### src/pra_pkg.sv
// Shared constants, codes and types of the priority resource allocator.
package pra_pkg;

    localparam int SERVICES    = 4;
    localparam int WORKERS     = 8;
    localparam int AMOUNT_BITS = 16;
    localparam int ENTRIES     = SERVICES * WORKERS;
    localparam int ADDR_W      = $clog2(ENTRIES);

    localparam int OP_W   = 2;
    localparam int SVC_W  = 2;
    localparam int SLOT_W = 3;
    localparam int PRIO_W = 8;
    localparam int AMT_W  = AMOUNT_BITS;
    localparam int STAT_W = 3;

    // stream packing
    localparam int IN_OP_LSB    = 0;
    localparam int IN_SVC_LSB   = IN_OP_LSB + OP_W;
    localparam int IN_SLOT_LSB  = IN_SVC_LSB + SVC_W;
    localparam int IN_PRIO_LSB  = IN_SLOT_LSB + SLOT_W;
    localparam int IN_AMT_LSB   = IN_PRIO_LSB + PRIO_W;
    localparam int IN_USED_W    = IN_AMT_LSB + AMT_W;
    localparam int IN_TDATA_W   = ((IN_USED_W + 7) / 8) * 8;
    localparam int OUT_USED_W   = STAT_W + SLOT_W + AMT_W;
    localparam int OUT_TDATA_W  = ((OUT_USED_W + 7) / 8) * 8;
    localparam int OUT_PAD_W    = OUT_TDATA_W - OUT_USED_W;

    typedef enum logic [OP_W-1:0] {
        OP_LOAD    = 2'd0,
        OP_REQUEST = 2'd1,
        OP_RELEASE = 2'd2,
        OP_UNUSED  = 2'd3
    } opcode_t;

    typedef enum logic [STAT_W-1:0] {
        ST_ASSIGNED = 3'd0,
        ST_BLOCKED  = 3'd1,
        ST_REJECTED = 3'd2,
        ST_LOADED   = 3'd3,
        ST_RELEASED = 3'd4
    } status_t;

    typedef struct packed {
        logic [PRIO_W-1:0] prio;
        logic [AMT_W-1:0]  cap;
        logic [AMT_W-1:0]  avail;
    } slot_entry_t;

    typedef struct packed {
        logic              en;
        logic [ADDR_W-1:0] addr;
        slot_entry_t       data;
    } mem_wr_t;

    typedef struct packed {
        logic             avail_ge;   // available >= amount
        logic             cap_ge;     // capacity >= amount
        logic [AMT_W-1:0] diff;       // available - amount
        logic [AMT_W-1:0] rel_val;    // available + amount, saturated at capacity
    } alu_res_t;

endpackage

### src/priority_resource_allocator_core.sv
// Top level: request sequencer of the priority first-fit resource allocator.
//
//  channel  | dir | handshake          | payload (lowest bit first)
//  ---------+-----+--------------------+-----------------------------------------------
//  s_*      | in  | s_tvalid/s_tready  | opcode[2] service_index[2] slot_index[3]
//           |     |                    | priority_value[8] amount[16], zero pad to 32
//  m_*      | out | m_tvalid/m_tready  | status[3] chosen_slot[3] remaining[16], pad to 24
//
// A load writes the slot from decode; a release reads it, then writes it back; in a
// request the slots of the service are read one per cycle through the single table
// read port and judged by the shared amount unit, then the winner is written back.
// Reset clears the valid bits and the sequencer; the table contents need no clear.
// s_tready is high only while the sequencer is idle. A finished result sits in the
// output register; the sequencer holds in its last state while that register is full.
module priority_resource_allocator_core
(
    input  logic                               clk,
    input  logic                               rst_n,
    input  logic                               s_tvalid,
    output logic                               s_tready,
    // opcode, service_index, slot_index, priority_value, amount
    input  logic [pra_pkg::IN_TDATA_W-1:0]     s_tdata,
    output logic                               m_tvalid,
    input  logic                               m_tready,
    // status, chosen_slot, remaining
    output logic [pra_pkg::OUT_TDATA_W-1:0]    m_tdata
);

    typedef enum logic [2:0] {
        S_IDLE,
        S_DECODE,
        S_SCAN,
        S_SCAN_END,
        S_COMMIT,
        S_REL_EVAL
    } state_t;

    state_t                            state_reg, state_next;

    // latched request
    pra_pkg::opcode_t                  op_reg, op_next;
    logic [pra_pkg::SVC_W-1:0]         svc_reg, svc_next;
    logic [pra_pkg::SLOT_W-1:0]        slot_reg, slot_next;
    logic [pra_pkg::PRIO_W-1:0]        prio_reg, prio_next;
    logic [pra_pkg::AMT_W-1:0]         amt_reg, amt_next;

    // scan state
    logic [pra_pkg::SLOT_W-1:0]        cnt_reg, cnt_next;
    logic                              ev_vld_reg, ev_vld_next;
    logic [pra_pkg::SLOT_W-1:0]        ev_idx_reg, ev_idx_next;
    logic                              found_reg, found_next;
    logic                              could_reg, could_next;
    logic [pra_pkg::SLOT_W-1:0]        best_idx_reg, best_idx_next;
    logic [pra_pkg::PRIO_W-1:0]        best_prio_reg, best_prio_next;
    logic [pra_pkg::AMT_W-1:0]         best_cap_reg, best_cap_next;
    logic [pra_pkg::AMT_W-1:0]         best_rem_reg, best_rem_next;

    // result register
    logic                              m_valid_reg, m_valid_next;
    pra_pkg::status_t                  m_status_reg, m_status_next;
    logic [pra_pkg::SLOT_W-1:0]        m_slot_reg, m_slot_next;
    logic [pra_pkg::AMT_W-1:0]         m_rem_reg, m_rem_next;

    // table and shared unit
    pra_pkg::mem_wr_t                  wr;
    logic                              rd_en;
    logic [pra_pkg::SLOT_W-1:0]        rd_idx;
    logic [pra_pkg::ADDR_W-1:0]        rd_addr;
    pra_pkg::slot_entry_t              rd_entry;
    logic                              rd_valid;
    pra_pkg::alu_res_t                 alu;

    logic                              svc_ok;
    logic                              slot_ok;
    logic                              out_free;
    logic                              evaluating;

    assign svc_ok   = (32'(svc_reg) < pra_pkg::SERVICES);
    assign slot_ok  = svc_ok && (32'(slot_reg) < pra_pkg::WORKERS);
    assign out_free = !m_valid_reg || m_tready;

    assign rd_idx  = (state_reg == S_SCAN) ? cnt_reg : slot_reg;
    assign rd_addr = pra_pkg::ADDR_W'(32'(svc_reg) * pra_pkg::WORKERS + 32'(rd_idx));

    // a valid slot read last cycle is judged this cycle
    assign evaluating = ((state_reg == S_SCAN) || (state_reg == S_SCAN_END))
                        && ev_vld_reg && rd_valid;

    pra_slot_mem u_slot_mem
    (
        .clk      (clk),
        .rst_n    (rst_n),
        .wr       (wr),
        .rd_en    (rd_en),
        .rd_addr  (rd_addr),
        .rd_entry (rd_entry),
        .rd_valid (rd_valid)
    );

    pra_amt_alu u_amt_alu
    (
        .avail (rd_entry.avail),
        .cap   (rd_entry.cap),
        .amt   (amt_reg),
        .res   (alu)
    );

    always_comb
    begin
        state_next     = state_reg;
        op_next        = op_reg;
        svc_next       = svc_reg;
        slot_next      = slot_reg;
        prio_next      = prio_reg;
        amt_next       = amt_reg;
        cnt_next       = cnt_reg;
        ev_vld_next    = ev_vld_reg;
        ev_idx_next    = ev_idx_reg;
        found_next     = found_reg;
        could_next     = could_reg;
        best_idx_next  = best_idx_reg;
        best_prio_next = best_prio_reg;
        best_cap_next  = best_cap_reg;
        best_rem_next  = best_rem_reg;
        m_valid_next   = m_valid_reg;
        m_status_next  = m_status_reg;
        m_slot_next    = m_slot_reg;
        m_rem_next     = m_rem_reg;
        rd_en          = 1'b0;
        wr             = '0;

        if (m_valid_reg && m_tready)
            m_valid_next = 1'b0;

        // priority-first-fit judgement of one slot
        if (evaluating)
        begin
            if (alu.cap_ge)
                could_next = 1'b1;
            if (alu.avail_ge && (!found_reg || (rd_entry.prio < best_prio_reg)))
            begin
                found_next     = 1'b1;
                best_idx_next  = ev_idx_reg;
                best_prio_next = rd_entry.prio;
                best_cap_next  = rd_entry.cap;
                best_rem_next  = alu.diff;
            end
        end

        case (state_reg)
            S_IDLE:
            begin
                if (s_tvalid)
                begin
                    op_next    = pra_pkg::opcode_t'(s_tdata[pra_pkg::IN_OP_LSB +: pra_pkg::OP_W]);
                    svc_next   = s_tdata[pra_pkg::IN_SVC_LSB +: pra_pkg::SVC_W];
                    slot_next  = s_tdata[pra_pkg::IN_SLOT_LSB +: pra_pkg::SLOT_W];
                    prio_next  = s_tdata[pra_pkg::IN_PRIO_LSB +: pra_pkg::PRIO_W];
                    amt_next   = s_tdata[pra_pkg::IN_AMT_LSB +: pra_pkg::AMT_W];
                    state_next = S_DECODE;
                end
            end

            S_DECODE:
            begin
                case (op_reg)
                    pra_pkg::OP_LOAD:
                    begin
                        if (out_free)
                        begin
                            if (slot_ok)
                            begin
                                wr.en         = 1'b1;
                                wr.addr       = rd_addr;
                                wr.data.prio  = prio_reg;
                                wr.data.cap   = amt_reg;
                                wr.data.avail = amt_reg;
                            end
                            m_valid_next  = 1'b1;
                            m_status_next = pra_pkg::ST_LOADED;
                            m_slot_next   = slot_reg;
                            m_rem_next    = slot_ok ? amt_reg : '0;
                            state_next    = S_IDLE;
                        end
                    end

                    pra_pkg::OP_REQUEST:
                    begin
                        cnt_next    = '0;
                        ev_vld_next = 1'b0;
                        found_next  = 1'b0;
                        could_next  = 1'b0;
                        // unknown service: nothing fits, commit rejects
                        state_next  = svc_ok ? S_SCAN : S_COMMIT;
                    end

                    pra_pkg::OP_RELEASE:
                    begin
                        if (slot_ok)
                        begin
                            rd_en      = 1'b1;
                            state_next = S_REL_EVAL;
                        end
                        else if (out_free)
                        begin
                            m_valid_next  = 1'b1;
                            m_status_next = pra_pkg::ST_RELEASED;
                            m_slot_next   = slot_reg;
                            m_rem_next    = '0;
                            state_next    = S_IDLE;
                        end
                    end

                    default:
                    begin
                        if (out_free)
                        begin
                            m_valid_next  = 1'b1;
                            m_status_next = pra_pkg::ST_REJECTED;
                            m_slot_next   = '0;
                            m_rem_next    = '0;
                            state_next    = S_IDLE;
                        end
                    end
                endcase
            end

            S_SCAN:
            begin
                rd_en       = 1'b1;
                ev_vld_next = 1'b1;
                ev_idx_next = cnt_reg;
                cnt_next    = cnt_reg + 1'b1;
                if (cnt_reg == pra_pkg::SLOT_W'(pra_pkg::WORKERS - 1))
                    state_next = S_SCAN_END;
            end

            S_SCAN_END:
            begin
                ev_vld_next = 1'b0;
                state_next  = S_COMMIT;
            end

            S_COMMIT:
            begin
                if (out_free)
                begin
                    m_valid_next = 1'b1;
                    if (found_reg)
                    begin
                        wr.en         = 1'b1;
                        wr.addr       = pra_pkg::ADDR_W'(32'(svc_reg) * pra_pkg::WORKERS
                                                         + 32'(best_idx_reg));
                        wr.data.prio  = best_prio_reg;
                        wr.data.cap   = best_cap_reg;
                        wr.data.avail = best_rem_reg;
                        m_status_next = pra_pkg::ST_ASSIGNED;
                        m_slot_next   = best_idx_reg;
                        m_rem_next    = best_rem_reg;
                    end
                    else
                    begin
                        m_status_next = could_reg ? pra_pkg::ST_BLOCKED : pra_pkg::ST_REJECTED;
                        m_slot_next   = '0;
                        m_rem_next    = '0;
                    end
                    state_next = S_IDLE;
                end
            end

            S_REL_EVAL:
            begin
                if (out_free)
                begin
                    m_valid_next  = 1'b1;
                    m_status_next = pra_pkg::ST_RELEASED;
                    m_slot_next   = slot_reg;
                    if (rd_valid)
                    begin
                        wr.en         = 1'b1;
                        wr.addr       = rd_addr;
                        wr.data.prio  = rd_entry.prio;
                        wr.data.cap   = rd_entry.cap;
                        wr.data.avail = alu.rel_val;
                        m_rem_next    = alu.rel_val;
                    end
                    else
                    begin
                        // release to an empty slot is dropped
                        m_rem_next = '0;
                    end
                    state_next = S_IDLE;
                end
            end

            default:
            begin
                state_next = S_IDLE;
            end
        endcase
    end

    always_ff @(posedge clk or negedge rst_n)
    begin
        if (!rst_n)
        begin
            state_reg   <= S_IDLE;
            ev_vld_reg  <= 1'b0;
            found_reg   <= 1'b0;
            could_reg   <= 1'b0;
            cnt_reg     <= '0;
            m_valid_reg <= 1'b0;
        end
        else
        begin
            state_reg   <= state_next;
            ev_vld_reg  <= ev_vld_next;
            found_reg   <= found_next;
            could_reg   <= could_next;
            cnt_reg     <= cnt_next;
            m_valid_reg <= m_valid_next;
        end
    end

    // payload, no reset needed
    always_ff @(posedge clk)
    begin
        op_reg        <= op_next;
        svc_reg       <= svc_next;
        slot_reg      <= slot_next;
        prio_reg      <= prio_next;
        amt_reg       <= amt_next;
        ev_idx_reg    <= ev_idx_next;
        best_idx_reg  <= best_idx_next;
        best_prio_reg <= best_prio_next;
        best_cap_reg  <= best_cap_next;
        best_rem_reg  <= best_rem_next;
        m_status_reg  <= m_status_next;
        m_slot_reg    <= m_slot_next;
        m_rem_reg     <= m_rem_next;
    end

    assign s_tready = (state_reg == S_IDLE);
    assign m_tvalid = m_valid_reg;
    assign m_tdata  = {{pra_pkg::OUT_PAD_W{1'b0}}, m_rem_reg, m_slot_reg, m_status_reg};

endmodule

### src/pra_slot_mem.sv
// Worker slot table: one write port, one registered read port, valid bits in flops.
module pra_slot_mem
(
    input  logic                          clk,
    input  logic                          rst_n,
    input  pra_pkg::mem_wr_t              wr,
    input  logic                          rd_en,
    input  logic [pra_pkg::ADDR_W-1:0]    rd_addr,
    output pra_pkg::slot_entry_t          rd_entry,
    output logic                          rd_valid
);

    pra_pkg::slot_entry_t             entry_mem [pra_pkg::ENTRIES];
    logic [pra_pkg::ENTRIES-1:0]      valid_reg;
    logic                             rd_valid_reg;
    pra_pkg::slot_entry_t             rd_entry_reg;

    always_ff @(posedge clk or negedge rst_n)
    begin
        if (!rst_n)
        begin
            valid_reg    <= '0;
            rd_valid_reg <= 1'b0;
        end
        else
        begin
            if (wr.en)
                valid_reg[wr.addr] <= 1'b1;
            if (rd_en)
                rd_valid_reg <= valid_reg[rd_addr];
        end
    end

    always_ff @(posedge clk)
    begin
        if (wr.en)
            entry_mem[wr.addr] <= wr.data;
        if (rd_en)
            rd_entry_reg <= entry_mem[rd_addr];
    end

    assign rd_entry = rd_entry_reg;
    assign rd_valid = rd_valid_reg;

endmodule

### src/pra_amt_alu.sv
// Shared amount unit: fit compares, deduction and saturating give-back.
module pra_amt_alu
(
    input  logic [pra_pkg::AMT_W-1:0] avail,
    input  logic [pra_pkg::AMT_W-1:0] cap,
    input  logic [pra_pkg::AMT_W-1:0] amt,
    output pra_pkg::alu_res_t         res
);

    logic [pra_pkg::AMT_W:0] sum;
    logic                    sat;

    assign sum = {1'b0, avail} + {1'b0, amt};
    // full when already over capacity or the sum reaches it
    assign sat = (cap < avail) || (sum >= {1'b0, cap});

    assign res.avail_ge = (avail >= amt);
    assign res.cap_ge   = (cap >= amt);
    assign res.diff     = avail - amt;
    assign res.rel_val  = sat ? cap : sum[pra_pkg::AMT_W-1:0];

endmodule
### config.mk
export PLATFORM = sky130hd
export DESIGN_NAME = priority_resource_allocator_core
export DESIGN_NICKNAME = d
export VERILOG_FILES = /design/src/pra_pkg.sv /design/src/priority_resource_allocator_core.sv /design/src/pra_slot_mem.sv /design/src/pra_amt_alu.sv
export SDC_FILE = /design/constraint.sdc
export NUM_CORES = 2
export LEC_CHECK = 0
export BUFFER_PORTS_ARGS = -buffer_cell sky130_fd_sc_hd__buf_2
export CAP_MARGIN = 30
export CORE_MARGIN = 2
export CORE_UTILIZATION = 55
export DETAILED_ROUTE_END_ITERATION = 8
export PLACE_DENSITY = 0.74
export SLEW_MARGIN = 20
export SYNTH_ARGS = -nofsm -noshare
export SYNTH_HDL_FRONTEND = slang
export SYNTH_SLANG_ARGS = --single-unit
### constraint.sdc
create_clock -name clk -period 5.7 [get_ports clk]
set_input_delay 0.285 -clock clk [delete_from_list [all_inputs] [get_ports clk]]
set_output_delay 0.285 -clock clk [all_outputs]
set_load 0.1 [all_outputs]
==> results by group <==
STA
  • Final setup fails: 0
  • Fin crit period: about 5.5 ns
  • Slew at the pin with the worst max-slew slack: between 1 and 1.5 ns
  • Worst Skew: ~0.033 ns
  • Slew HR: a little under a third
  • Fin Hold WS: about 0.053 ns
  • Fmax: 182 MHz
  • Fin. Hold Viols: 0
  • Setup TNS: 0 ns
  • Part of the cycle the worst path needs: a little over nine tenths
  • RSZ-0062 raised after global routing: no
  • Pins Over Slew Limit: 0

Drt
  • Vias per std cell: between 6 and 7
  • DRT iter0 DRCs: about 4,200
  • DR WL/cell: roughly 33 microns
  • Uppermost routed layer: met5
  • Met1 WL: about 57,000 microns
  • DRC: 0
  • Final WL: 154,000 microns
  • First drt pass iteration count: 6
  • Routed via count: ~32,000
  • WL met2: around 76,000 microns
  • Routed wl met3: 16,200 microns
  • DRT antenna net count: 0

Yosys
  • Netlist cell types: 75
  • Commonest register cell after synthesis: edfxtp_1
  • Ys Warns: 0
  • Number of synthesized flops with an enable pin: 1,419
  • Synth async-reset ratio: a little under 3%
  • #FFs+latches synth: 1,462
  • Cells after synthesis: roughly 3,000
  • Mapped Area: around 0.060 sq mm
  • Synth Area per Inst: approximately 20 sq um
  • Seq/Total Area, Yosys: 73.4%

Die
  • Initial Util: roughly 56%
  • Core area: 0.107 sq mm
  • Die Wd: between 300 and 400 microns
  • FP Rows: 120
  • Die ar.: 0.111 sq mm
  • Die Y: approximately 330 microns
  • IO Pins: 62

GRT
  • Gr ovfl total: 0
  • Pin count of the biggest net entering global routing: 84
  • GRT Total Usage: roughly 28%
  • Global-route wire length before repair: about 220,000 microns
  • Vias in the first global route: between 30,000 and 40,000
  • Initial antenna violation count: 4

Place
  • Final GP Congestion: between 0.9 and 1
  • HPWL after DPL: roughly 84,000 microns
  • Port bufs: just under 60
  • DP Area: 0.0624 sq mm
  • Placed Cells: between 4,000 and 5,000

Hold path
  • Worst hold path startpoint: s_tvalid
  • Hold crit path type: input pin to flop
  • Hold path depth: 5
  • Worst hold endpoint: state_reg[0]

Layout
  • Final instance area: about 0.068 sq mm
  • Layout Cells excl Fill: about 4,700
  • Fin util: 63.0%
  • Max reg flops: ~1,300
  • Nets: 3,319
  • Share of layout cells above drive strength 1: between 20% and 30%
  • Filler instances: between 7,000 and 8,000
  • Area Overhead vs Synth: 13.4%

Run
  • Max_cap viols: 0

Setup path
  • Critical path capture point type: flop
  • Critical path arrival: between 6 and 7 ns
  • Reg2reg start: amt_reg[0]
  • R2r setup slk: roughly 0.21 ns
  • Reg-to-reg endpoint: u_slot_mem.entry_mem[28][0]
  • CP max FO: 32
  • CP Class: flop to flop
  • Worst path required time: between 6 and 7 ns
  • Crit start category: flop
  • Worst r2r path cells: 19
  • Worst Setup SP: amt_reg[0]

Clocking
  • H-tree depth: 4
  • CTS Buf Count: approximately 140
  • Clk slew on worst S/H paths: 0.06 ns
  • Post-CTS setup buffer count: 0
  • Worst-Skew Late Latency: around 0.76 ns
  • CTS max path bufs: 3
  • Clock sink total: around 1,500
  • CTS tree: done
  • CTS root buf: clkbuf_16

Pwr
  • Leak pwr: 22.9 nW
  • Pwr Density: about 480 mW/mm^2
  • Peak VDD IR: 328 uV

Run status
  • Status: finished, final reports clean
[routing by layer]
metal  up-vias  track usage, %
met5         -               0
li1      12800               -
met3       332            5.77
met2      2154            45.6
met1     16600            37.8
met4         2            10.3
[cell usage in the layout, fill, tap and decap left out, types with 9 or more instances in the layout]
cell           count
edfxtp_1        1419
mux4_2           363
clkbuf_16        148
nand2_1          129
ha_1              91
inv_1             84
buf_4             75
mux2i_1           66
buf_2             57
a21oi_1           55
a22oi_1           47
o21a_1            44
nor2_1            43
dfrtp_1           43
a32oi_1           41
or2_2             36
nor2_4            34
dlygate4sd3_1     32
o21ai_0           31
buf_12            31
clkbuf_1          27
o211ai_1          25
nand4_1           25
nand3_1           25
nor3_1            24
clkinv_1          24
clkinv_2          24
nor2b_1           18
bufinv_16         18
xnor2_1           14
o31ai_1           14
nand2b_1          13
a211oi_1           9
a21o_1             9
[critical path: stages (launching register included)]
cell,delay (ns)
edfxtp_1,0.46
ha_1,0.22
inv_1,0.06
fa_1,0.41
nor2_1,0.17
o221ai_1,0.25
a211oi_2,0.37
mux2_2,0.38
a2111oi_0,0.47
buf_4,0.22
ha_1,0.24
nand4_1,0.17
nor2_1,0.07
a31oi_1,0.21
o31a_1,0.20
and4_1,0.24
buf_4,0.39
nand4_1,0.14
o211ai_1,0.23
buf_4,0.37
[area by class of cell]
cell class	instances	area, sq um	area share [%]
clock inverters	80	876	1.30
well taps	1403	1760	2.60
multi-input cells	1294	15100	22.4
inverters	86	328	0.486
flip-flops and latches	1462	43700	64.7
repair buffers	204	1940	2.87
clock buffers	176	3820	5.66
diodes	1	2.50	0.00371
[cell families after synthesis]
logic type	Yosys count	synth area share, %
AOI/OAI and AO/OA	349	4.23
xor gates and xnor gates	17	0.250
adders and majority gates	93	1.98
buffers and inverters	248	1.89
DFF	1462	73.4
muxes	436	15.0
other	1	0.00630
and+or+nand+nor	397	3.23
[report_power, final]
group	leakage (nW)	internal [W]	switching, W
Combinational	6.59	0.00386	0.00604
Clock	2.28	0.00558	0.00394
Sequential	14.0	0.0128	0.000465
Total	22.9	0.0223	0.0104
[Yosys cell counts (20+ instances only)]
cell / instances / area [sq um]
mux4_2: 363 / 8180
nand2_1: 137 / 514
o21ai_0: 36 / 180
clkbuf_1: 116 / 435
o21a_1: 44 / 330
dfrtp_1: 43 / 1080
edfxtp_1: 1419 / 42600
nor3_1: 24 / 120
ha_1: 91 / 1140
nor2b_1: 20 / 125
or2_2: 36 / 225
nor2_1: 77 / 289
nand3_1: 25 / 125
o211ai_1: 25 / 188
a21oi_1: 56 / 280
inv_1: 84 / 315
a32oi_1: 41 / 359
nand4_1: 25 / 156
buf_4: 22 / 165
mux2i_1: 67 / 671
a22oi_1: 47 / 353
[worst max-delay path by stage]
| stage | endpoint | slack [ns] | cells after the start |
|---|---|---|---|
| global route | u_slot_mem.entry_mem[28][0] | 0.08 | 19 |
| detailed placement | u_slot_mem.entry_mem[18][0] | 0.33 | 19 |
| global placement | u_slot_mem.entry_mem[25][0] | 0.34 | 19 |
| finish | u_slot_mem.entry_mem[28][0] | 0.21 | 19 |
| CTS | u_slot_mem.entry_mem[28][0] | 0.28 | 19 |
| floorplan | u_slot_mem.entry_mem[0][0] | 0.56 | 17 |
[what timing repair did]
action	CTS	global route
resized for setup	0	2
endpoints found under the setup margin	0	145
hold buffers	32	0
endpoints found under the hold margin	74	0
[metrics by stage]
step                      setup WS, ns  power [W]
after floorplan                  0.563     0.0204
after global placement           0.336     0.0229
after detailed placement         0.333     0.0232
after CTS                        0.278     0.0327
after global routing            0.0784     0.0338
final                            0.211     0.0327
Note: power is estimated with default switching activity, not from simulation.
